## config.mk

```make
export PLATFORM = sky130hd
export DESIGN_NAME = decimal_integer_parser
export DESIGN_NICKNAME = d
export VERILOG_FILES = /design/src/design/dip_pkg.sv /design/src/design/dip_step.sv /design/src/design/dip_out_buf.sv /design/src/design/decimal_integer_parser.sv
export VERILOG_INCLUDE_DIRS = /design/src /design/src/design
export SDC_FILE = /design/constraint.sdc
export NUM_CORES = 1
export LEC_CHECK = 0
export BUFFER_PORTS_ARGS = -buffer_cell sky130_fd_sc_hd__buf_2
export CORE_MARGIN = 3
export CORE_UTILIZATION = 50
export CTS_BUF_LIST = sky130_fd_sc_hd__clkbuf_16
export DETAILED_ROUTE_END_ITERATION = 16
export PLACE_DENSITY_LB_ADDON = 0.1
export SETUP_SLACK_MARGIN = 0.2
export SYNTH_ARGS = -nofsm -noshare
export SYNTH_HDL_FRONTEND = slang
export SYNTH_SLANG_ARGS = --single-unit
```

## constraint.sdc

```tcl
create_clock -name clk_i -period 9.3 [get_ports clk_i]
set_input_delay 1.86 -clock clk_i [delete_from_list [all_inputs] [get_ports clk_i]]
set_output_delay 1.86 -clock clk_i [all_outputs]
set_load 0.02 [all_outputs]
```

## src/design/assert_macros.svh

```systemverilog
// Assertion macros for the RTL files; decimal_integer_parser includes them.
// Define NO_ASSERTIONS to compile every check away.
`ifndef ASSERT_MACROS_SVH
`define ASSERT_MACROS_SVH

`ifndef NO_ASSERTIONS

// Concurrent check on an explicit clock and active-low reset.
`define ASSERT_CLK(lbl, clk, rst_n, prop, msg) \
  lbl: assert property (@(posedge clk) disable iff (!rst_n) (prop)) else $error(msg);

// Concurrent check on the usual clk_i and rst_ni.
`define ASSERT_STD(lbl, prop, msg) `ASSERT_CLK(lbl, clk_i, rst_ni, prop, msg)

`else

`define ASSERT_CLK(lbl, clk, rst_n, prop, msg)
`define ASSERT_STD(lbl, prop, msg)

`endif

`endif

```

## src/design/dip_pkg.sv

```systemverilog
`default_nettype none

package dip_pkg;

  // Largest supported accumulator width.
  localparam int DipMaxWidth = 64;

  // Fixed field widths of the streams.
  localparam int CharW   = 8;
  localparam int ValueW  = 64;
  localparam int StatusW = 3;

  // Configuration port.
  localparam int CfgAddrW = 1;
  localparam int CfgDataW = 2;
  localparam logic [CfgAddrW-1:0] CfgWidthSel   = 1'b0;
  localparam logic [CfgAddrW-1:0] CfgSignedMode = 1'b1;
  localparam logic [1:0] WidthSelReset = 2'd3;

  // Character codes.
  localparam logic [CharW-1:0] CharNul   = 8'h00;
  localparam logic [CharW-1:0] CharZero  = 8'h30;
  localparam logic [CharW-1:0] CharPlus  = 8'h2B;
  localparam logic [CharW-1:0] CharMinus = 8'h2D;
  localparam logic [CharW-1:0] DigitMax  = 8'd9;

  // Result status codes.
  typedef enum logic [StatusW-1:0] {
    StOk    = 3'd0,
    StEmpty = 3'd1,
    StSign  = 3'd2,
    StBad   = 3'd3,
    StRange = 3'd4
  } status_e;

  // Per-string control state.
  typedef struct packed {
    status_e err;
    logic    at_start;
    logic    negative;
  } dip_flags_t;

  // One result transaction.
  typedef struct packed {
    logic [ValueW-1:0] value;
    status_e           status;
  } dip_result_t;

endpackage

`default_nettype wire

```

## src/design/dip_step.sv

```systemverilog
`default_nettype none

module dip_step import dip_pkg::*; #(
  parameter int MAX_WIDTH = DipMaxWidth
) (
  input  wire logic [CharW-1:0]     char_i,
  input  wire logic                 last_i,
  input  wire logic [1:0]           width_sel_i,
  input  wire logic                 signed_mode_i,
  input  wire logic [MAX_WIDTH-1:0] acc_i,
  input  wire dip_flags_t           flags_i,
  output logic [MAX_WIDTH-1:0]      acc_o,
  output dip_flags_t                flags_o,
  output dip_result_t               result_o
);

  localparam int SumW = MAX_WIDTH + 4;
  localparam logic [6:0] MaxW = 7'(MAX_WIDTH);

  logic [6:0]           w_raw;
  logic [6:0]           w_eff;
  logic [6:0]           ones_n;
  logic [MAX_WIDTH-1:0] ones;
  logic [MAX_WIDTH-1:0] lim;
  logic [CharW-1:0]     digit;
  logic [SumW-1:0]      acc_ext;
  logic [SumW-1:0]      prod_sum;
  logic                 handled;
  status_e              err_next;
  logic                 neg_next;
  logic [MAX_WIDTH-1:0] acc_next;
  logic [ValueW-1:0]    acc_wide;

  // Magnitude limit for the selected width and sign.
  always_comb begin
    w_raw  = 7'd8 << width_sel_i;
    w_eff  = (w_raw > MaxW) ? MaxW : w_raw;
    ones_n = signed_mode_i ? (w_eff - 7'd1) : w_eff;
    for (int i = 0; i < MAX_WIDTH; i++) begin
      ones[i] = (7'(i) < ones_n);
    end
    lim = ones + MAX_WIDTH'(signed_mode_i && flags_i.negative);
  end

  // Times ten as a shift-add, plus the digit, with headroom for the range check.
  assign digit    = char_i - CharZero;
  assign acc_ext  = SumW'(acc_i);
  assign prod_sum = (acc_ext << 3) + (acc_ext << 1) + SumW'(digit);

  // Character handling; the first error sticks until the end of the string.
  always_comb begin
    acc_next = acc_i;
    err_next = flags_i.err;
    neg_next = flags_i.negative;
    handled  = 1'b0;
    if (flags_i.err == StOk) begin
      if (flags_i.at_start) begin
        if (char_i == CharNul) begin
          err_next = StEmpty;
          handled  = 1'b1;
        end else if (signed_mode_i && (char_i == CharPlus || char_i == CharMinus)) begin
          if (last_i) begin
            err_next = StSign;
          end else begin
            neg_next = (char_i == CharMinus);
          end
          handled = 1'b1;
        end
      end
      if (!handled) begin
        if (digit > DigitMax) begin
          err_next = StBad;
        end else if (prod_sum > SumW'(lim)) begin
          err_next = StRange;
        end else begin
          acc_next = prod_sum[MAX_WIDTH-1:0];
        end
      end
    end
  end

  // Result of a string that ends with this character.
  assign acc_wide = ValueW'(acc_next);

  always_comb begin
    if (err_next != StOk) begin
      result_o.value  = '0;
      result_o.status = err_next;
    end else begin
      result_o.value  = (signed_mode_i && neg_next) ? (ValueW'(0) - acc_wide) : acc_wide;
      result_o.status = StOk;
    end
  end

  // Next state; the last character rearms for a new string.
  always_comb begin
    if (last_i) begin
      acc_o            = '0;
      flags_o.err      = StOk;
      flags_o.at_start = 1'b1;
      flags_o.negative = 1'b0;
    end else begin
      acc_o            = acc_next;
      flags_o.err      = err_next;
      flags_o.at_start = 1'b0;
      flags_o.negative = neg_next;
    end
  end

endmodule

`default_nettype wire

```

## src/design/dip_out_buf.sv

```systemverilog
`default_nettype none

module dip_out_buf import dip_pkg::*; (
  input  wire logic        clk_i,
  input  wire logic        rst_ni,
  input  wire logic        load_i,
  input  wire dip_result_t result_i,
  output logic             free_o,
  output logic             valid_o,
  input  wire logic        ready_i,
  output dip_result_t      result_o
);

  logic        valid_q;
  logic        valid_d;
  dip_result_t result_q;

  // The slot is free when empty or when its transaction completes now.
  assign free_o = !valid_q || ready_i;

  always_comb begin
    if (load_i) begin
      valid_d = 1'b1;
    end else if (ready_i) begin
      valid_d = 1'b0;
    end else begin
      valid_d = valid_q;
    end
  end

  always_ff @(posedge clk_i or negedge rst_ni) begin
    if (!rst_ni) begin
      valid_q <= 1'b0;
    end else begin
      valid_q <= valid_d;
    end
  end

  // Payload needs no reset.
  always_ff @(posedge clk_i) begin
    if (load_i) begin
      result_q <= result_i;
    end
  end

  assign valid_o  = valid_q;
  assign result_o = result_q;

endmodule

`default_nettype wire

```

## src/design/decimal_integer_parser.sv

```systemverilog
// Decimal string to integer converter.
// Characters arrive on the s_axis stream, one byte per transaction, with
// s_axis_tlast on the final byte of a string. Each string yields one result
// transaction on m_axis: tdata carries the value (zero- or sign-extended to
// 64 bits, zero on error) and tuser the status code.
// Width and signedness come from the cfg_* write port; the user must write it
// only while no string is in flight, which the block itself does not enforce.
// Throughput is one character per cycle unless a final character waits for a
// busy result slot: the times-ten update and the range compare against the
// width limit form one combinational path around the accumulator register.
// A character is first captured in the input register and processed from there;
// the result of a final byte goes to the output register that drives m_axis.
// Reset selects 64-bit unsigned mode and clears all string state.
// When the receiver stalls, the result stays in the output register; further
// non-final characters keep flowing, while a final character waits in the
// input register and s_axis_tready drops until the result slot frees up.
`default_nettype none
`include "assert_macros.svh"

module decimal_integer_parser import dip_pkg::*; #(
  parameter int MAX_WIDTH = DipMaxWidth
) (
  input  wire logic                clk_i,
  input  wire logic                rst_ni,
  // Configuration writes
  input  wire logic                cfg_we_i,
  input  wire logic [CfgAddrW-1:0] cfg_addr_i,
  input  wire logic [CfgDataW-1:0] cfg_wdata_i,
  // Character stream
  input  wire logic                s_axis_tvalid,
  output logic                     s_axis_tready,
  input  wire logic [CharW-1:0]    s_axis_tdata,   // [7:0] char_code
  input  wire logic                s_axis_tlast,
  // Result stream
  output logic                     m_axis_tvalid,
  input  wire logic                m_axis_tready,
  output logic [ValueW-1:0]        m_axis_tdata,   // [63:0] value
  output logic [StatusW-1:0]       m_axis_tuser    // [2:0] status
);

  logic [1:0]           width_sel_q;
  logic                 signed_mode_q;
  logic                 in_valid_q;
  logic [CharW-1:0]     in_char_q;
  logic                 in_last_q;
  logic [MAX_WIDTH-1:0] acc_q;
  logic [MAX_WIDTH-1:0] acc_d;
  dip_flags_t           flags_q;
  dip_flags_t           flags_d;
  dip_result_t          step_res;
  dip_result_t          out_res;
  logic                 out_free;
  logic                 step_fire;
  logic                 in_take;

  // Configuration registers.
  always_ff @(posedge clk_i or negedge rst_ni) begin
    if (!rst_ni) begin
      width_sel_q   <= WidthSelReset;
      signed_mode_q <= 1'b0;
    end else if (cfg_we_i) begin
      unique case (cfg_addr_i)
        CfgWidthSel:   width_sel_q   <= cfg_wdata_i[1:0];
        CfgSignedMode: signed_mode_q <= cfg_wdata_i[0];
        default: ;
      endcase
    end
  end

  // A character is processed unless it ends a string and the result slot is busy.
  assign step_fire     = in_valid_q && (!in_last_q || out_free);
  assign s_axis_tready = !in_valid_q || step_fire;
  assign in_take       = s_axis_tvalid && s_axis_tready;

  // Input register.
  always_ff @(posedge clk_i or negedge rst_ni) begin
    if (!rst_ni) begin
      in_valid_q <= 1'b0;
    end else if (s_axis_tready) begin
      in_valid_q <= s_axis_tvalid;
    end
  end

  always_ff @(posedge clk_i) begin
    if (in_take) begin
      in_char_q <= s_axis_tdata;
      in_last_q <= s_axis_tlast;
    end
  end

  // Per-character update.
  dip_step #(
    .MAX_WIDTH(MAX_WIDTH)
  ) u_step (
    .char_i       (in_char_q),
    .last_i       (in_last_q),
    .width_sel_i  (width_sel_q),
    .signed_mode_i(signed_mode_q),
    .acc_i        (acc_q),
    .flags_i      (flags_q),
    .acc_o        (acc_d),
    .flags_o      (flags_d),
    .result_o     (step_res)
  );

  // String state.
  always_ff @(posedge clk_i or negedge rst_ni) begin
    if (!rst_ni) begin
      acc_q            <= '0;
      flags_q.err      <= StOk;
      flags_q.at_start <= 1'b1;
      flags_q.negative <= 1'b0;
    end else if (step_fire) begin
      acc_q   <= acc_d;
      flags_q <= flags_d;
    end
  end

  // Result register.
  dip_out_buf u_out_buf (
    .clk_i   (clk_i),
    .rst_ni  (rst_ni),
    .load_i  (step_fire && in_last_q),
    .result_i(step_res),
    .free_o  (out_free),
    .valid_o (m_axis_tvalid),
    .ready_i (m_axis_tready),
    .result_o(out_res)
  );

  assign m_axis_tdata = out_res.value;
  assign m_axis_tuser = out_res.status;

  // Checks.
  `ASSERT_STD(a_res_from_last, $rose(m_axis_tvalid) |-> $past(step_fire && in_last_q), "result without a final character")
  `ASSERT_STD(a_rearm_after_last, step_fire && in_last_q |=> flags_q.at_start && flags_q.err == StOk && acc_q == '0, "state not cleared after a string")
  `ASSERT_STD(a_error_value_zero, m_axis_tvalid && m_axis_tuser != StOk |-> m_axis_tdata == '0, "nonzero value with an error status")
  `ASSERT_STD(a_error_latched, flags_q.err != StOk && !(step_fire && in_last_q) |=> flags_q.err == $past(flags_q.err), "latched error changed inside a string")

endmodule

`default_nettype wire

```

==> out/summary.json <==
{
  "status": "complete, no violations",
  "layout-drive-gt1-share": 0.117,
  "crit_path_max_incr_delay_ns": 0.56,
  "synth_flop_cell": "edfxtp_1",
  "post_synth.cell_area_avg_sq_um": 8.25,
  "place.gp.congestion": 0.969,
  "report.final.setup_viol": 0,
  "fin_setup_tns_ns": 0,
  "finalWirelength_um": 55600,
  "synth.top_cell.area_share": 0.150,
  "critPathKind": "flip-flop to flip-flop",
  "die_area_sq_mm": 0.0343,
  "cts_hold_repair.buffers": 0,
  "cp_endpoint_kind": "flip-flop",
  "synth_top_cells_by_area": "ha_1 (15%), edfxtp_1 (14%), dfrtp_1 (11%)",
  "vias": 15800,
  "wire_length_of_the_first_global_routing_pass_um": 85400,
  "relSlewSlack": 0.201,
  "syn-cell-area_sq_mm": 0.0161,
  "startpoint": "in_char_q[5]",
  "fin_crit_ns": 8.72,
  "min-delay-path-class": "flip-flop to flip-flop",
  "drt-pass1-iter-count": 5,
  "post-synth-top-area-cell": "ha_1",
  "ys_async_sr_fraction": 0.493,
  "cts_made_buffers": 17,
  "yosys.cell_types.count": 100,
  "synth.yosys.seq_area_share": 0.258,
  "cts_max_path_buffers": 2,
  "antenna_found_initial": 0,
  "io_pins": 86,
  "synth_enable_flop_cells": 76,
  "grt_setup_unrepaired": "no",
  "vias_per_cell": 6.53,
  "actual_transition_at_the_worst_max_transition_pin_ns": 1.20,
  "finClkSkew_ns": 0.0131,
  "critical_path_top_delay_cell": "or4b_4",
  "insertedDiodeCount": 0,
  "worstSetupStartpointType": "flip-flop",
  "yosysMostFrequentCell": "nand2_1",
  "worstSkewPairLatency_ns": 0.44,
  "whs_ns": 0.494,
  "final.fill_count": 2931,
  "postSynthCellCount": 1947,
  "io_buffers": 85,
  "place_area_sq_mm": 0.0168,
  "report.final.hold_viol_count": 0,
  "hp-start": "flags_q[1]",
  "number_of_placement_rows": 64,
  "power_density_mw_per_mm2": 151,
  "htreeDepth": 4,
  "total_of_max_cap_violations": 0,
  "leakage_nw": 7.69,
  "synth-seq-cells": 150,
  "maximum_number_of_pins_on_one_net_before_global_route_repair": 110,
  "dieWidth_um": 185,
  "critical_path_required_time_ns": 9.47,
  "layout_worst_path_cycle_share": 0.938,
  "fmaxAchievable_mhz": 115,
  "total_power_w": 0.00265,
  "clock_sinks": 150,
  "clock_pin_transition_on_the_worst_setup_and_hold_timing_paths_ns": 0.07,
  "dpl_hpwl_um": 43700,
  "start_util": 0.515,
  "grt_pass1_vias": 14500,
  "post-route-drc-count": 0,
  "total_nets_after_synthesis": 2162,
  "critPathArrivalTime_ns": 8.89,
  "iter_0_drt_violations": 2018,
  "finalMaxSlewViolations": 0,
  "commonest_cells_post_synth": "nand2_1 (225), ha_1 (192), nor2_1 (190)",
  "clockRootBuffer": "clkbuf_16",
  "r2r-start": "in_char_q[5]",
  "nets": 2221,
  "grt_use_total": 0.321,
  "layout-area-overhead-vs-synth_pct": 9.57,
  "fin_util": 0.565,
  "post_drt_wl_per_cell_um": 23.0,
  "ir_drop_worst_case_vdd_mv": 0.122,
  "floorplan.die.height_um": 185,
  "grt_overflow_total": 0,
  "synth.yosys.warnings": 0,
  "worst-path-max-fanout": 109,
  "postRouteAntennaNets": 0,
  "cts_tree": "yes",
  "floorplan.core_area_sq_mm": 0.0311,
  "postLayoutCellArea_sq_mm": 0.0176
}
critical path: cells and delay by family (launching register included):
| family | cells | cell delay (ns) |
|---|---|---|
| xor gates and xnor gates | 2 | 0.40 |
| DFF | 1 | 0.47 |
| muxes | 1 | 0.44 |
| buffers and inverters | 2 | 0.58 |
| AOI/OAI and AO/OA | 7 | 2.00 |
| and+or+nand+nor | 13 | 3.11 |
| adders and majority gates | 4 | 1.39 |
layer usage:
| metal | vias to the layer above | wire length, um | track usage | share of wire |
|---|---|---|---|---|
| met3 | 68 | 5360 | 0.0489 | 0.096 |
| met5 | - | 0 | 0 | 0 |
| met2 | 765 | 22800 | 0.468 | 0.41 |
| met4 | 0 | 1010 | 0.0720 | 0.018 |
| li1 | 7356 | - | - | - |
| met1 | 7591 | 26400 | 0.498 | 0.48 |
layout make-up:
type	instances	area [sq um]	area share
Clock buffer	17	425	0.0242
Clock inverter	15	144	0.00818
Inverter	32	120	0.00683
Multi-Input combinational cell	1681	11500	0.656
Sequential cell	150	4140	0.235
Tap cell	396	495	0.0282
Timing Repair Buffer	124	733	0.0417
stage by stage:
| step | instances | setup slack [ns] |
|---|---|---|
| floorplan | 1947 | 0.586 |
| global placement | 2374 | 0.339 |
| detailed placement | 2374 | 0.212 |
| CTS | 2406 | 0.245 |
| global route | 2415 | 0.171 |
| finish | 2415 | 0.577 |
power breakdown:
part,switching (W),internal (W),total [W]
clock network,0.000331,0.000353,0.000684
registers,0.0000640,0.000738,0.000802
logic,0.000743,0.000422,0.00116
logic make-up after synthesis:
logic type / after synthesis / share of synthesized area
simple gates: 761 / 0.237
compound gates: 539 / 0.209
fa+ha+maj: 198 / 0.157
flops: 150 / 0.258
buf+inv: 116 / 0.0322
xor+xnor: 103 / 0.0562
mux: 80 / 0.0514
flip-flops by register name, summed over array words and instances, names as in the netlist:
name and cells:
signed_mode_q 1, acc_q 64, u_out_buf.valid_o 1, u_out_buf.result_o 67, in_char_q 8, in_last_q 1
flags_q 5, in_valid_q 1, width_sel_q 2
final timing paths:
check | to | slack, ns | depth (start not counted)
hold / removal | flags_q[1] | 0.49 | 2
hold reg to reg | flags_q[1] | 0.49 | 2
max in group asynchronous | acc_q[62] | 6.91 | 1
min in group asynchronous | acc_q[6] | 1.58 | 1
setup / recovery | u_out_buf.result_o[56] | 0.58 | 29
setup reg to reg | u_out_buf.result_o[56] | 0.58 | 29
cells in the final DEF, fill, tap and decap left out, drive strengths merged, types with 59 or more instances in the layout:
cell type and n:
xor2 59, a21oi 187, buf 124, mux2i 64, nor2 190, edfxtp 76, nand2 225, ha 192
nand3 60, dfrtp 71, o21ai 165
repair_timing:
action	CTS	global route
endpoints found under the setup margin	1	25
pin swaps	0	14
resized for setup	1	25
setup buffers	0	9
gates cloned	0	0
(Power assumes the default switching activity.)
